$ cat src/rtl/core/pswsplit_pkg.sv
package pswsplit_pkg;

  // Characters that steer the splitter
  localparam logic [7:0] CH_SPACE  = 8'h20;
  localparam logic [7:0] CH_TAB    = 8'h09;
  localparam logic [7:0] CH_BSLASH = 8'h5C;
  localparam logic [7:0] CH_SQUOTE = 8'h27;
  localparam logic [7:0] CH_DQUOTE = 8'h22;
  localparam logic [7:0] CH_NUL    = 8'h00;

  // Quoting context, one-hot
  typedef enum logic [2:0] {
    QM_NONE   = 3'b001,
    QM_SINGLE = 3'b010,
    QM_DOUBLE = 3'b100
  } qmode_t;

  // One result item
  typedef struct packed {
    logic [7:0] out_byte;
    logic       has_byte;
    logic       arg_done;
    logic       null_error;
    logic       run_last;
  } res_t;

  localparam res_t RES_NONE = '{out_byte: 8'h00, has_byte: 1'b0, arg_done: 1'b0,
                                null_error: 1'b0, run_last: 1'b0};

endpackage

$ cat src/rtl/core/pswsplit_if.sv
// Input channel: one byte of the command line per request
interface pswsplit_in_if;
  import pswsplit_pkg::*;
  logic       valid;
  logic       ready;
  logic [7:0] in_byte;
  logic       is_final;

  modport source (output valid, output in_byte, output is_final, input ready);
  modport sink   (input valid, input in_byte, input is_final, output ready);
endinterface

// Output channel: one result per request
interface pswsplit_out_if;
  import pswsplit_pkg::*;
  logic       valid;
  logic       ready;
  logic [7:0] out_byte;
  logic       has_byte;
  logic       arg_done;
  logic       null_error;
  logic       run_last;

  modport source (output valid, output out_byte, output has_byte, output arg_done,
                  output null_error, output run_last, input ready);
  modport sink   (input valid, input out_byte, input has_byte, input arg_done,
                  input null_error, input run_last, output ready);
endinterface

$ cat src/rtl/core/pswsplit_decode.sv
module pswsplit_decode
  import pswsplit_pkg::*;
(
  input  logic       clk,
  input  logic       rst,
  input  logic [7:0] in_byte,
  input  logic       is_final,
  input  logic       adv,
  output res_t       res0,
  output res_t       res1,
  output logic [1:0] n
);

  qmode_t quote_mode, quote_mode_next;
  logic   escape_pending, escape_pending_next;
  logic   word_open, word_open_next;

  always_comb begin
    logic [7:0] b0, b1;
    logic [1:0] nb;
    logic       delim, done;
    logic       in_dq, in_sq;
    qmode_t     qm;
    logic       esc;

    b0 = CH_NUL;
    b1 = CH_NUL;
    nb = 2'd0;
    delim = 1'b0;
    done = 1'b0;
    in_dq = (quote_mode == QM_DOUBLE);
    in_sq = (quote_mode == QM_SINGLE);
    qm = quote_mode;
    esc = escape_pending;
    res0 = RES_NONE;
    res1 = RES_NONE;
    n = 2'd0;
    quote_mode_next = quote_mode;
    escape_pending_next = escape_pending;
    word_open_next = word_open;

    if (in_byte == CH_NUL) begin
      // zero byte: flag it and drop the partial argument
      res0.null_error = 1'b1;
      res0.run_last = 1'b1;
      n = 2'd1;
      quote_mode_next = QM_NONE;
      escape_pending_next = 1'b0;
      word_open_next = 1'b0;
    end else begin
      // byte classification per quoting context
      if (esc) begin
        if (in_dq && !(in_byte == CH_BSLASH || in_byte == CH_DQUOTE)) begin
          b0 = CH_BSLASH;
          b1 = in_byte;
          nb = 2'd2;
        end else begin
          b0 = in_byte;
          nb = 2'd1;
        end
        esc = 1'b0;
      end else if (in_sq) begin
        if (in_byte == CH_SQUOTE) qm = QM_NONE;
        else begin
          b0 = in_byte;
          nb = 2'd1;
        end
      end else if (in_dq) begin
        if (in_byte == CH_DQUOTE) qm = QM_NONE;
        else if (in_byte == CH_BSLASH) esc = 1'b1;
        else begin
          b0 = in_byte;
          nb = 2'd1;
        end
      end else begin
        if (in_byte == CH_SPACE || in_byte == CH_TAB) begin
          delim = 1'b1;
          done = word_open;
        end else if (in_byte == CH_DQUOTE) qm = QM_DOUBLE;
        else if (in_byte == CH_SQUOTE) qm = QM_SINGLE;
        else if (in_byte == CH_BSLASH) esc = 1'b1;
        else begin
          b0 = in_byte;
          nb = 2'd1;
        end
      end

      quote_mode_next = qm;
      escape_pending_next = esc;
      word_open_next = !delim;

      // end of string: emit a held backslash in double quotes, close, clear
      if (is_final) begin
        if (esc && qm == QM_DOUBLE && nb != 2'd2) begin
          if (nb == 2'd0) b0 = CH_BSLASH;
          else b1 = CH_BSLASH;
          nb = nb + 2'd1;
        end
        if (!delim) done = 1'b1;
        quote_mode_next = QM_NONE;
        escape_pending_next = 1'b0;
        word_open_next = 1'b0;
      end

      // pack results
      unique case (nb)
        2'd0: begin
          if (done) begin
            res0.arg_done = 1'b1;
            res0.run_last = 1'b1;
            n = 2'd1;
          end
        end
        2'd1: begin
          res0.out_byte = b0;
          res0.has_byte = 1'b1;
          res0.arg_done = done;
          res0.run_last = 1'b1;
          n = 2'd1;
        end
        default: begin
          res0.out_byte = b0;
          res0.has_byte = 1'b1;
          res1.out_byte = b1;
          res1.has_byte = 1'b1;
          res1.arg_done = done;
          res1.run_last = 1'b1;
          n = 2'd2;
        end
      endcase
    end
  end

  // state advances as the item leaves the input register
  always_ff @(posedge clk) begin
    if (rst) begin
      quote_mode <= QM_NONE;
      escape_pending <= 1'b0;
      word_open <= 1'b0;
    end else if (adv) begin
      quote_mode <= quote_mode_next;
      escape_pending <= escape_pending_next;
      word_open <= word_open_next;
    end
  end

endmodule

$ cat src/rtl/core/pswsplit_outq.sv
module pswsplit_outq
  import pswsplit_pkg::*;
(
  input  logic       clk,
  input  logic       rst,
  input  res_t       res0,
  input  res_t       res1,
  input  logic [1:0] n,
  output logic [1:0] free,
  output logic       deq_valid,
  input  logic       deq_ready,
  output res_t       head
);

  res_t       ent [2];
  res_t       ent_next [2];
  logic [1:0] cnt, cnt_next;
  logic       pop;
  logic [1:0] rem;

  assign pop = (cnt != 2'd0) && deq_ready;
  assign rem = cnt - {1'b0, pop};
  assign free = 2'd2 - rem;
  assign deq_valid = (cnt != 2'd0);
  assign head = ent[0];

  // shift out the head, then append the new results behind what remains
  always_comb begin
    ent_next[0] = pop ? ent[1] : ent[0];
    ent_next[1] = ent[1];
    if (n != 2'd0) begin
      if (rem == 2'd0) begin
        ent_next[0] = res0;
        ent_next[1] = res1;
      end else begin
        ent_next[1] = res0;
      end
    end
    cnt_next = rem + n;
  end

  always_ff @(posedge clk) begin
    if (rst) begin
      cnt <= 2'd0;
    end else begin
      cnt <= cnt_next;
    end
  end

  always_ff @(posedge clk) begin
    ent[0] <= ent_next[0];
    ent[1] <= ent_next[1];
  end

endmodule

$ cat src/rtl/core/posix_shell_word_splitter_core.sv
// POSIX-style command-line word splitter.
// text: one byte of the command line per request, is_final on the last byte.
// args: one result per request; a byte of the current argument (has_byte),
//   an end-of-argument mark (arg_done), or a zero-byte error (null_error).
//   run_last marks the last result caused by an input byte.
// An input byte gives zero, one or two results; bytes that add nothing
// (opening quotes, a held backslash, repeated blanks) give none.
// An accepted byte is decoded from the input register into the result queue.
// Throughput: one byte per cycle while the result queue has room; args moves
//   one result per cycle, so a byte that makes two results needs a second
//   transfer on args. Once the two-entry result queue holds a backlog, a byte
//   waits in the input register until the queue has room for all of its results.
// Reset (rst, synchronous) empties the input register and the result queue
//   and returns the quoting state to outside quotes with nothing pending.
// When the receiver stalls, results wait in the queue and the input register
//   keeps taking bytes until the byte it holds no longer fits, then text.ready falls.
module posix_shell_word_splitter_core
  import pswsplit_pkg::*;
(
  input  logic                  clk,
  input  logic                  rst,
  pswsplit_in_if.sink           text,
  pswsplit_out_if.source        args
);

  logic       vq;
  logic [7:0] byte_q;
  logic       final_q;
  logic       adv;
  res_t       res0, res1, head;
  logic [1:0] n, free;

  // item moves on when the queue has room for all its results
  assign adv = vq && (n <= free);
  assign text.ready = !vq || adv;

  // input register
  always_ff @(posedge clk) begin
    if (rst) begin
      vq <= 1'b0;
    end else if (text.valid && text.ready) begin
      vq <= 1'b1;
    end else if (adv) begin
      vq <= 1'b0;
    end
  end

  always_ff @(posedge clk) begin
    if (text.valid && text.ready) begin
      byte_q <= text.in_byte;
      final_q <= text.is_final;
    end
  end

  pswsplit_decode u_decode (
    .clk      (clk),
    .rst      (rst),
    .in_byte  (byte_q),
    .is_final (final_q),
    .adv      (adv),
    .res0     (res0),
    .res1     (res1),
    .n        (n)
  );

  pswsplit_outq u_outq (
    .clk       (clk),
    .rst       (rst),
    .res0      (res0),
    .res1      (res1),
    .n         (adv ? n : 2'd0),
    .free      (free),
    .deq_valid (args.valid),
    .deq_ready (args.ready),
    .head      (head)
  );

  assign args.out_byte   = head.out_byte;
  assign args.has_byte   = head.has_byte;
  assign args.arg_done   = head.arg_done;
  assign args.null_error = head.null_error;
  assign args.run_last   = head.run_last;

endmodule

$ cat src/flat_wrapper.sv
// flat-port wrapper written by rule: the top's interface ports become plain ports
module posix_shell_word_splitter_core_flat import pswsplit_pkg::*;
  (clk, rst, text_valid, text_in_byte, text_is_final, text_ready, args_valid, args_out_byte, args_has_byte, args_arg_done, args_null_error, args_run_last, args_ready);
  pswsplit_in_if text_i ();
  pswsplit_out_if args_i ();
  input  logic clk;
  input  logic rst;
  input wire logic [$bits(text_i.valid)-1:0] text_valid;
  input wire logic [$bits(text_i.in_byte)-1:0] text_in_byte;
  input wire logic [$bits(text_i.is_final)-1:0] text_is_final;
  output wire logic [$bits(text_i.ready)-1:0] text_ready;
  output wire logic [$bits(args_i.valid)-1:0] args_valid;
  output wire logic [$bits(args_i.out_byte)-1:0] args_out_byte;
  output wire logic [$bits(args_i.has_byte)-1:0] args_has_byte;
  output wire logic [$bits(args_i.arg_done)-1:0] args_arg_done;
  output wire logic [$bits(args_i.null_error)-1:0] args_null_error;
  output wire logic [$bits(args_i.run_last)-1:0] args_run_last;
  input wire logic [$bits(args_i.ready)-1:0] args_ready;
  assign text_i.valid = text_valid;
  assign text_i.in_byte = text_in_byte;
  assign text_i.is_final = text_is_final;
  assign text_ready = text_i.ready;
  assign args_valid = args_i.valid;
  assign args_out_byte = args_i.out_byte;
  assign args_has_byte = args_i.has_byte;
  assign args_arg_done = args_i.arg_done;
  assign args_null_error = args_i.null_error;
  assign args_run_last = args_i.run_last;
  assign args_i.ready = args_ready;
  posix_shell_word_splitter_core u_core (.clk(clk), .rst(rst), .text(text_i), .args(args_i));
endmodule
$ cat config.mk
export PLATFORM = sky130hd
export DESIGN_NAME = posix_shell_word_splitter_core_flat
export DESIGN_NICKNAME = d
export VERILOG_FILES = /design/src/rtl/core/pswsplit_pkg.sv /design/src/rtl/core/pswsplit_if.sv /design/src/rtl/core/pswsplit_decode.sv /design/src/rtl/core/pswsplit_outq.sv /design/src/rtl/core/posix_shell_word_splitter_core.sv /design/src/flat_wrapper.sv
export SDC_FILE = /design/constraint.sdc
export NUM_CORES = 1
export LEC_CHECK = 0
export ABC_AREA = 1
export BUFFER_PORTS_ARGS = -buffer_cell sky130_fd_sc_hd__buf_2
export CORE_MARGIN = 2
export CORE_UTILIZATION = 62
export CTS_BUF_LIST = sky130_fd_sc_hd__clkbuf_8
export CTS_CLUSTER_SIZE = 30
export DETAILED_ROUTE_END_ITERATION = 12
export GPL_TIMING_DRIVEN = 0
export PLACE_DENSITY = 0.95
export REMOVE_ABC_BUFFERS = 1
export SLEW_MARGIN = 25
export SYNTH_ARGS = -nofsm -noshare
export SYNTH_HDL_FRONTEND = slang
export SYNTH_SLANG_ARGS = --single-unit
export TNS_END_PERCENT = 5
$ cat constraint.sdc
create_clock -name clk -period 4.2 [get_ports clk]
set_input_delay 0.63 -clock clk [delete_from_list [all_inputs] [get_ports clk]]
set_output_delay 0.63 -clock clk [all_outputs]
set_load 0.005 [all_outputs]
* Yosys cells after proc, flatten, opt, wreduce, memory -nomap -nowiden
Memory sizes are Yosys's and may differ from the RTL's. Index checks and enable logic that the tools add are counted.
Cells by class: reductions and logical operators 20, mux-type cells 89, magnitude comparators 1, add/sub/neg operators 4, equality and inequality tests 10
Operator list (number):
- 2-to-1 mux 8 bit | 18
- 2-to-1 mux 1 bit | 39
- 2-to-1 mux 12 bit | 3
- 2-to-1 mux 3 bit | 11
- 2-to-1 mux 10 bit | 3
- equality test 8 x 6 -> 1 bit (second input constant) | 3
- 2-to-1 mux 24 bit | 1
- 2-to-1 mux 2 bit | 10
- 2-to-1 mux 9 bit | 1
- equality test 8 x 4 -> 1 bit (second input constant) | 1
- equality test 8 x 7 -> 1 bit (second input constant) | 1
- logical NOT 8 bit | 1
- equality test 3 bit (second input constant) | 2
- logical AND 1 bit | 6
- logical NOT 2 bit | 3
- nonzero test 2 bit | 3
- case mux 1 bit (2 select lines) | 2
- case mux 2 bit (2 select lines) | 1
- equality test 3 x 2 -> 1 bit (second input constant) | 1
- logical NOT 1 bit | 3
- logical OR 1 bit | 3
- adder 2 x 1 -> 2 bit (second input constant) | 1
- adder 2 bit | 1
- equality test 2 x 1 -> 1 bit (second input constant) | 1
- 5 further kinds | 5
Storage, ports and cells: output and inout bits 14, RAM bits 24, flip-flop bits (word level) 17, input bits 13, memories 1
Memories:
- u_core.u_outq.ent | words 2, bits a word 12, read ports 2, clocked after Yosys merged registers in 0, write ports 2, RTL line pswsplit_outq.sv:15 | res_t ent [2];

* Depth between registers and ports, before layout
Gate-level depths: netlist of the first run.
depth after elaboration 22, mapped depth 27, gate-level depth less buffers 25

* Hierarchy
Synthesis of the first run repeated with hierarchy kept, for this count alone.
Second synthesis, totals: cell total of the unflattened synthesis 410, area, all modules 2839.0 um^2
Modules (own cells, without submodules):
- pswsplit_outq | area an instance 1437.6 um^2, cells each 200, times used 1, sequential area each 640.6 um^2
- pswsplit_decode | area an instance 1004.7 um^2, cells each 180, times used 1, sequential area each 100.1 um^2
- posix_shell_word_splitter_core | area an instance 396.6 um^2, cells each 30, times used 1, sequential area each 290.3 um^2

* Worst setup path before layout of the first run
OpenSTA, ideal clock, no wires.
path kind register -> register, start register u_core.byte_q[6] (netlist name), end memory u_core.u_outq.ent[0][12] (netlist bit), enable pin, arrival 3.336 ns, cell stages (with the launch flop) 25, setup slack 0.563 ns, clock period less this slack 3.637 ns, setup time 0.301 ns, required time 3.899 ns, path buffers 1, path through edfxtp_1 -> inv_1 -> nand2_2 -> nor2_4 -> nand2_2 -> nand2_1 -> nor2_2 -> inv_2 -> nand2_2 -> nand2_1 -> inv_1 -> ha_1 -> nand3_2 -> nand2_4 -> nand2_4 -> inv_1 -> ha_1 -> inv_1 -> o21bai_1 -> a21oi_1 -> inv_1 -> nor2_1 -> nand2_2 -> nand2_4 -> buf_12
RTL lines (RTL line):
- end, declared | pswsplit_outq.sv:15

==> results of run 1 <==
[worst max-delay path by stage]
| stage | startpoint | end | slack [ns] | depth (start not counted) |
|---|---|---|---|---|
| after floorplan | u_core.byte_q[1] | u_core.u_outq.ent[0][12] | 0.43 | 23 |
| after global placement | u_core.byte_q[1] | u_core.u_outq.ent[0][21] | -0.25 | 23 |
| after detailed placement | u_core.byte_q[1] | u_core.u_outq.ent[0][21] | -0.31 | 23 |
| after CTS | u_core.byte_q[1] | u_core.u_outq.ent[0][23] | 0.03 | 23 |
| after global routing | u_core.byte_q[6] | u_core.u_outq.ent[0][0] | -0.07 | 26 |
| final | u_core.byte_q[6] | u_core.u_outq.ent[0][16] | 0.22 | 24 |
[kinds of logic (layout without fill, tap and decap cells)]
group / count (synthesis) / count (layout) / synth area share (%)
AOI/OAI and AO/OA: 48 / 48 / 9.52
DFF: 41 / 41 / 36.5
adders and majority gates: 6 / 6 / 2.66
and+or+nand+nor: 243 / 244 / 40.1
xor gates and xnor gates: 3 / 3 / 0.930
buffers and inverters: 59 / 84 / 10.3
[what timing repair did]
item                       in CTS  in global routing
setup endpoints to repair      26                 31
resized for setup               3                  8
cloned                          1                  0
pin swaps                       1                  5
buffers inserted                0                 14
[metrics by stage]
stage / setup WS (ns) / hold slack (ns)
2_1_floorplan: 0.432 / 0.434
3_3_place_gp: -0.246 / 0.452
3_5_place_dp: -0.312 / 0.458
4_1_cts: 0.0257 / 0.478
5_1_grt: -0.0746 / 0.494
6_report: 0.218 / 0.488
[cell type report]
cell class / instances / area (um^2)
clock buffers: 5 / 68.8
clock inverters: 3 / 37.5
fillers: 320 / 1260
inverters: 36 / 135
multi-input cells: 301 / 1550
flip-flops and latches: 41 / 1030
well taps: 52 / 65.1
repair buffers: 40 / 235
[metal layers]
layer  vias to the layer above  GRT usage, %  share of wire, %
met1                      1218          32.2                43
met3                        13          5.06               6.7
met4                         0          9.43               1.7
met5                         -             0                 0
met2                       143          41.0                48
li1                       1356             -                 -
[cells in the final DEF (no fill, tap or decap), types with 5 or more instances in the layout]
master    Yosys  layout
inv_1        28      26
edfxtp_1     21      21
o21ai_0      20      20
clkbuf_8      0       5
nor2_1       27      25
nor2_2        4       6
nand3_1      46      46
nand2_2      14      14
buf_4        10      14
dfxtp_1      20      20
ha_1          6       6
buf_2         1      26
a21oi_1      15      14
nand2_1     131     130
inv_2         8      11
[cells in the mapped netlist]
master	count	area, um^2
nor3_4	1	16.3
a21oi_1	15	75.1
buf_12	1	20.0
o21ai_0	20	100
nor3_1	3	15.0
nor2_2	4	25.0
nand3_1	46	230
nand2_4	3	33.8
buf_6	2	22.5
nand2_2	14	87.6
inv_2	8	30.0
o21bai_1	1	7.51
xor2_1	1	8.76
clkbuf_1	8	30.0
ha_1	6	75.1
o21a_1	1	7.51
o211ai_1	2	15.0
or2_1	1	6.26
nor2_1	27	101
o2111ai_1	1	8.76
inv_1	28	105
dfxtp_1	20	400
buf_4	10	75.1
nand4_1	3	18.8
nand2_1	131	492
buf_2	1	5.00
or2_2	3	18.8
o31ai_1	4	30.0
nand3_4	1	17.5
buf_1	1	3.75
nor2_4	2	22.5
o22ai_1	4	25.0
xnor2_1	2	17.5
edfxtp_1	21	631
nand3b_1	1	7.51
nand3b_4	1	20.0
nand3_2	2	20.0
[state kept, by name, indices dropped and copies added (netlist names)]
name and cells:
u_core.byte_q 8, u_core.vq 1, u_core.u_outq.ent 24, u_core.u_decode.quote_mode 3, u_core.final_q 1, u_core.u_outq.cnt 2
u_core.u_decode.escape_pending 1, u_core.u_decode.word_open 1
[report_power, final]
part	switching (mW)	internal, mW
clock network	0.142	0.173
registers	0.0553	0.596
logic	0.706	0.398
total	0.904	1.17
[tightest hold or removal path, cell delays in order, from the launching register on]
cell     delay (ns)
dfxtp_1        0.32
nand2_1        0.07
a21oi_1        0.06
==> results by group, run 1 <==
Finish
  • ANT cells: 0
  • # nets final: 444
  • Fin util: 71.2%
  • Fin area: 3120 um^2
  • Layout cells sized above 1: 22.3%
  • Area Overhead vs Synth: 10.5%
  • Post-Layout Cell Count: 478

Global routing
  • Initial antenna violation count: 0
  • Global-route wire length before repair: 10.2 mm
  • Grt total ovfl: 0
  • Vias in the first global route: 2376
  • GRT Overall Usage: 24.8%
  • Maximum number of pins on one net before global-route repair: 24

Power and ir drop
  • Worst IR drop on VDD: 0.269 mV
  • PnR Total Power: 2.07 mW
  • Static Leak: 1.54 nW
  • P per Cell Area: 664 nW/um^2

Floorplan
  • Core area: 4380 um^2
  • Die width: 71.5 um
  • Row cnt: 24
  • Die Height: 71.5 um
  • Number of I/O pins: 27
  • Die ar.: 5110 um^2
  • Initial Utilization: 64.4%

Worst setup path
  • Crit path cell chain: inv_2 -> nand2_2 -> nor2_4 -> buf_4 -> nand2_1 -> o21a_1 -> nand2_1 -> nand3_1 -> nand3_1 -> nand2_1 -> inv_1 -> ha_1 -> nand3_2 -> nand2_4 -> nand2_4 -> inv_1 -> ha_1 -> inv_1 -> o21bai_2 -> a21oi_2 -> inv_1 -> nor2_2 -> nand2_4 -> nand2_8
  • Worst setup EP type: register
  • FF-to-FF Start: u_core.byte_q[6]
  • Worst Path Max Fanout: 15
  • Worst Reg2Reg Path Length in Cells: 24
  • CP arrival: 4.00 ns
  • CP top delay family: simple AND/OR/NAND/NOR gates
  • CP required: 4.21 ns
  • Critical path launch point type: register
  • Crit path top cell by count: inv_1
  • Critical-path top delay cell: edfxtp_1
  • R2r endpoint: u_core.u_outq.ent[0][16]
  • Buf+Inv Stages, Crit Path: 6
  • Critical path type: reg -> reg
  • Reg2reg setup slack: 0.22 ns
  • Largest stage delay on the critical path: 0.43 ns

CTS
  • H-Tree Depth: 2
  • Num CTS Buffers: 5
  • CTS tree: yes
  • CTS Buffer Depth: 2
  • Cts hold-fix bufs: 0
  • Clock Sinks: 41
  • Worst-path clk slew: 0.08 ns
  • Worst-Skew Late Latency: 0.30 ns
  • CTS root buffer: clkbuf_8

STA
  • Least-Margin Pin Slew: 0.640 ns
  • Min cycle time layout: 3.98 ns
  • RSZ-0062 raised after global routing: true
  • Slew Limit Headroom: 57.3%
  • Setup Total Neg Slack: 0 ns
  • Maximum clock frequency: 0.251 GHz
  • Max-slew violations: 0
  • Final Cycle Share: 94.8%
  • Final hold violation count: 0
  • Max Clock Skew: 0.00483 ns
  • Setup violators final: 0

Placed design
  • IO buf count: 26
  • Gpl congestion: 0.918
  • Placed insts: 455
  • Area after DPL: 2860 um^2
  • Detail Placement HPWL: 4.34 mm

Drt
  • TritonRoute pass-1 iters: 5
  • Detail Route Antenna Nets: 0
  • Via density: 5.71
  • Final WL: 6.53 mm
  • Routed vias: 2730
  • DR WL/cell: 13.7 um
  • Remaining routing DRC violations: 0
  • Drt initial violations: 244

Hold path
  • Hold Crit Start: u_core.u_decode.word_open
  • Hold EP: u_core.u_decode.word_open
  • Hold Crit Class: reg -> reg
  • Hold Crit Depth: 2

Synth
  • Post-Syn Area: 2830 um^2
  • Mapped Cells: 400
  • Post-Synthesis Mean Instance Area: 7.06 um^2
  • Post-synthesis sequential area ratio: 36.5%
  • Number of synthesized register bits: 41
  • Number of synthesis warnings: 0
  • Unique masters post-synth: 37

Job
  • Max-cap violations: 0

Outcome
  • Status: completed
Power figures use the tool's default switching activity.
==> run 2: changes to the inputs <==
--- a/config.mk
+++ b/config.mk
@@ -15,7 +15,7 @@
 export GPL_TIMING_DRIVEN = 0
 export PLACE_DENSITY = 0.95
 export REMOVE_ABC_BUFFERS = 1
-export SLEW_MARGIN = 25
+export SLEW_MARGIN = 0
 export SYNTH_ARGS = -nofsm -noshare
 export SYNTH_HDL_FRONTEND = slang
 export SYNTH_SLANG_ARGS = --single-unit
==> constraint.sdc (replaced) <==
create_clock -name clk -period 4.2 [get_ports clk]
set_input_delay 0.21 -clock clk [delete_from_list [all_inputs] [get_ports clk]]
set_output_delay 0.21 -clock clk [all_outputs]
set_load 0.005 [all_outputs]
==> results by group, run 2 (synthesis results as in run 1) <==
STA
  • Maximum clock frequency: 0.254 GHz
  • Setup WS post-layout: 0.270 ns
  • Least-Margin Pin Slew: 0.652 ns
  • Setup violators final: 0
  • Final hold violation count: 0
  • Slew Limit Headroom: 56.5%
  • Min cycle time layout: 3.93 ns
  • Max Clock Skew: 0.00540 ns
  • Final Cycle Share: 93.6%
  • Max-slew violations: 0

Floorplan
  • Die Height: 71.5 um
  • Die ar.: 5110 um^2
  • Number of I/O pins: 27
  • Core area: 4380 um^2
  • Row cnt: 24
  • Initial Utilization: 64.4%
  • Die width: 71.5 um

Finish
  • Area Overhead vs Synth: 10.7%
  • Largest registers: u_core.u_outq.ent: 24 flops, u_core.byte_q: 8 flops, u_core.u_decode.quote_mode: 3 flops
  • Most frequent cells in the layout: 130 x nand2_1, 46 x nand3_1, 26 x inv_1, 26 x buf_2, 25 x nor2_1
  • Reg with most FFs: u_core.u_outq.ent
  • Fin area: 3130 um^2
  • # nets final: 445
  • Layout cells sized above 1: 22.0%
  • Max reg flops: 24
  • ANT cells: 0
  • Most common cell after layout, fill and taps aside: nand2_1

CTS
  • Cts hold-fix bufs: 0
  • Num CTS Buffers: 5
  • Clock Sinks: 41
  • Worst-path clk slew: 0.08 ns
  • CTS Buffer Depth: 2
  • CTS tree: yes
  • Worst-Skew Late Latency: 0.29 ns
  • CTS root buffer: clkbuf_8
  • H-Tree Depth: 2

Global routing
  • GRT Overall Usage: 24.8%
  • Grt total ovfl: 0
  • Global-route wire length before repair: 10.2 mm
  • Maximum number of pins on one net before global-route repair: 24
  • Vias in the first global route: 2376
  • Initial antenna violation count: 0

Drt
  • Detail Route Antenna Nets: 0
  • TritonRoute pass-1 iters: 5
  • Routed vias: 2732
  • Via density: 5.70
  • DR WL/cell: 13.6 um
  • Drt initial violations: 203
  • Uppermost layer routed: met4
  • Remaining routing DRC violations: 0
  • DR WL met3: 495 um
  • Met2 wire length: 3.13 mm
  • Final WL: 6.50 mm
  • WL met1: 2.73 mm

Worst setup path
  • CP required: 4.21 ns
  • Worst Path Max Fanout: 15
  • CP arrival: 3.94 ns
  • Critical path type: reg -> reg
  • Worst setup EP type: register
  • Critical path launch point type: register

Hold path
  • Hold Crit Class: in -> reg

Power and ir drop
  • Static Leak: 1.54 nW
  • PnR Total Power: 2.08 mW
  • P per Cell Area: 664 nW/um^2
  • Worst IR drop on VDD: 0.264 mV

Placed design
  • IO buf count: 26
  • Pre-CTS setup slack: -0.312 ns
  • Area after DPL: 2860 um^2
  • Gpl congestion: 0.918
  • Detail Placement HPWL: 4.34 mm

Outcome
  • Status: completed

Job
  • Max-cap violations: 0
## run 2: cell types whose count changed in the layout (fill, tap and decap cells not counted)
cell,previous run,this run
buf_4,14,15
nor3_1,2,3
nand2_8,1,2
nand2_4,4,3
o21bai_1,0,1
nor3_2,1,0
o21bai_2,1,0
## run 2: worst paths after layout
path | from | to | slack (ns) | depth (start not counted)
worst min-delay path | text_in_byte[0] | u_core.byte_q[0] | 0.09 | 1
worst max register to register | u_core.byte_q[6] | u_core.u_outq.ent[0][22] | 0.27 | 24
worst max-delay path | u_core.byte_q[6] | u_core.u_outq.ent[0][22] | 0.27 | 24
worst min register to register | u_core.u_decode.word_open | u_core.u_decode.word_open | 0.48 | 2
## run 2: where the power goes
part           internal, mW  total, mW  switching [mW]
clock                 0.173      0.312           0.139
sequential            0.596      0.651          0.0549
combinational         0.406       1.11           0.708
## run 2: final cells by class
class | count | area, um^2
Inverter | 36 | 135
Tap cell | 52 | 65.1
Clock buffer | 5 | 68.8
Fill cell | 322 | 1260
Sequential cell | 41 | 1030
Multi-Input combinational cell | 301 | 1550
Clock inverter | 3 | 37.5
Timing Repair Buffer | 41 | 243
## run 2: per-stage QoR
stage | std cells | util [%] | hold slack (ns) | setup TNS [ns]
4_1_cts | 464 | 68.4 | 0.0837 | 0
6_report | 479 | 71.3 | 0.0866 | 0
2_1_floorplan | 377 | - | 0.279 | 0
3_3_place_gp | 455 | 65.3 | 0.386 | -4.02
5_1_grt | 479 | 71.3 | 0.0745 | -0.280
3_5_place_dp | 455 | 65.3 | 0.388 | -5.67
## run 2: worst max-delay path: stages, from the launching register on
cell	delay [ns]
edfxtp_1	0.43
inv_2	0.14
nand2_2	0.09
nor2_4	0.18
buf_4	0.15
nand2_1	0.07
o21a_1	0.16
nand2_1	0.08
nand3_1	0.06
nand3_1	0.09
nand2_1	0.05
inv_1	0.12
ha_1	0.26
nand3_2	0.10
nand2_4	0.09
nand2_4	0.11
inv_1	0.08
ha_1	0.31
inv_1	0.06
o21bai_1	0.09
a21oi_2	0.23
inv_1	0.15
nor2_2	0.17
nand2_4	0.19
nand2_8	0.17
## run 2: routing by layer
layer | vias up | global-route usage (%)
met2 | 134 | 41.0
li1 | 1359 | -
met5 | - | 0
met1 | 1223 | 32.2
met3 | 16 | 5.06
met4 | 0 | 9.43
## run 2: what timing repair did
item / in CTS / in global routing
cloned: 1 / 0
setup buffers: 0 / 15
pin swaps: 1 / 4
resized for setup: 3 / 7
setup endpoints to repair: 26 / 30
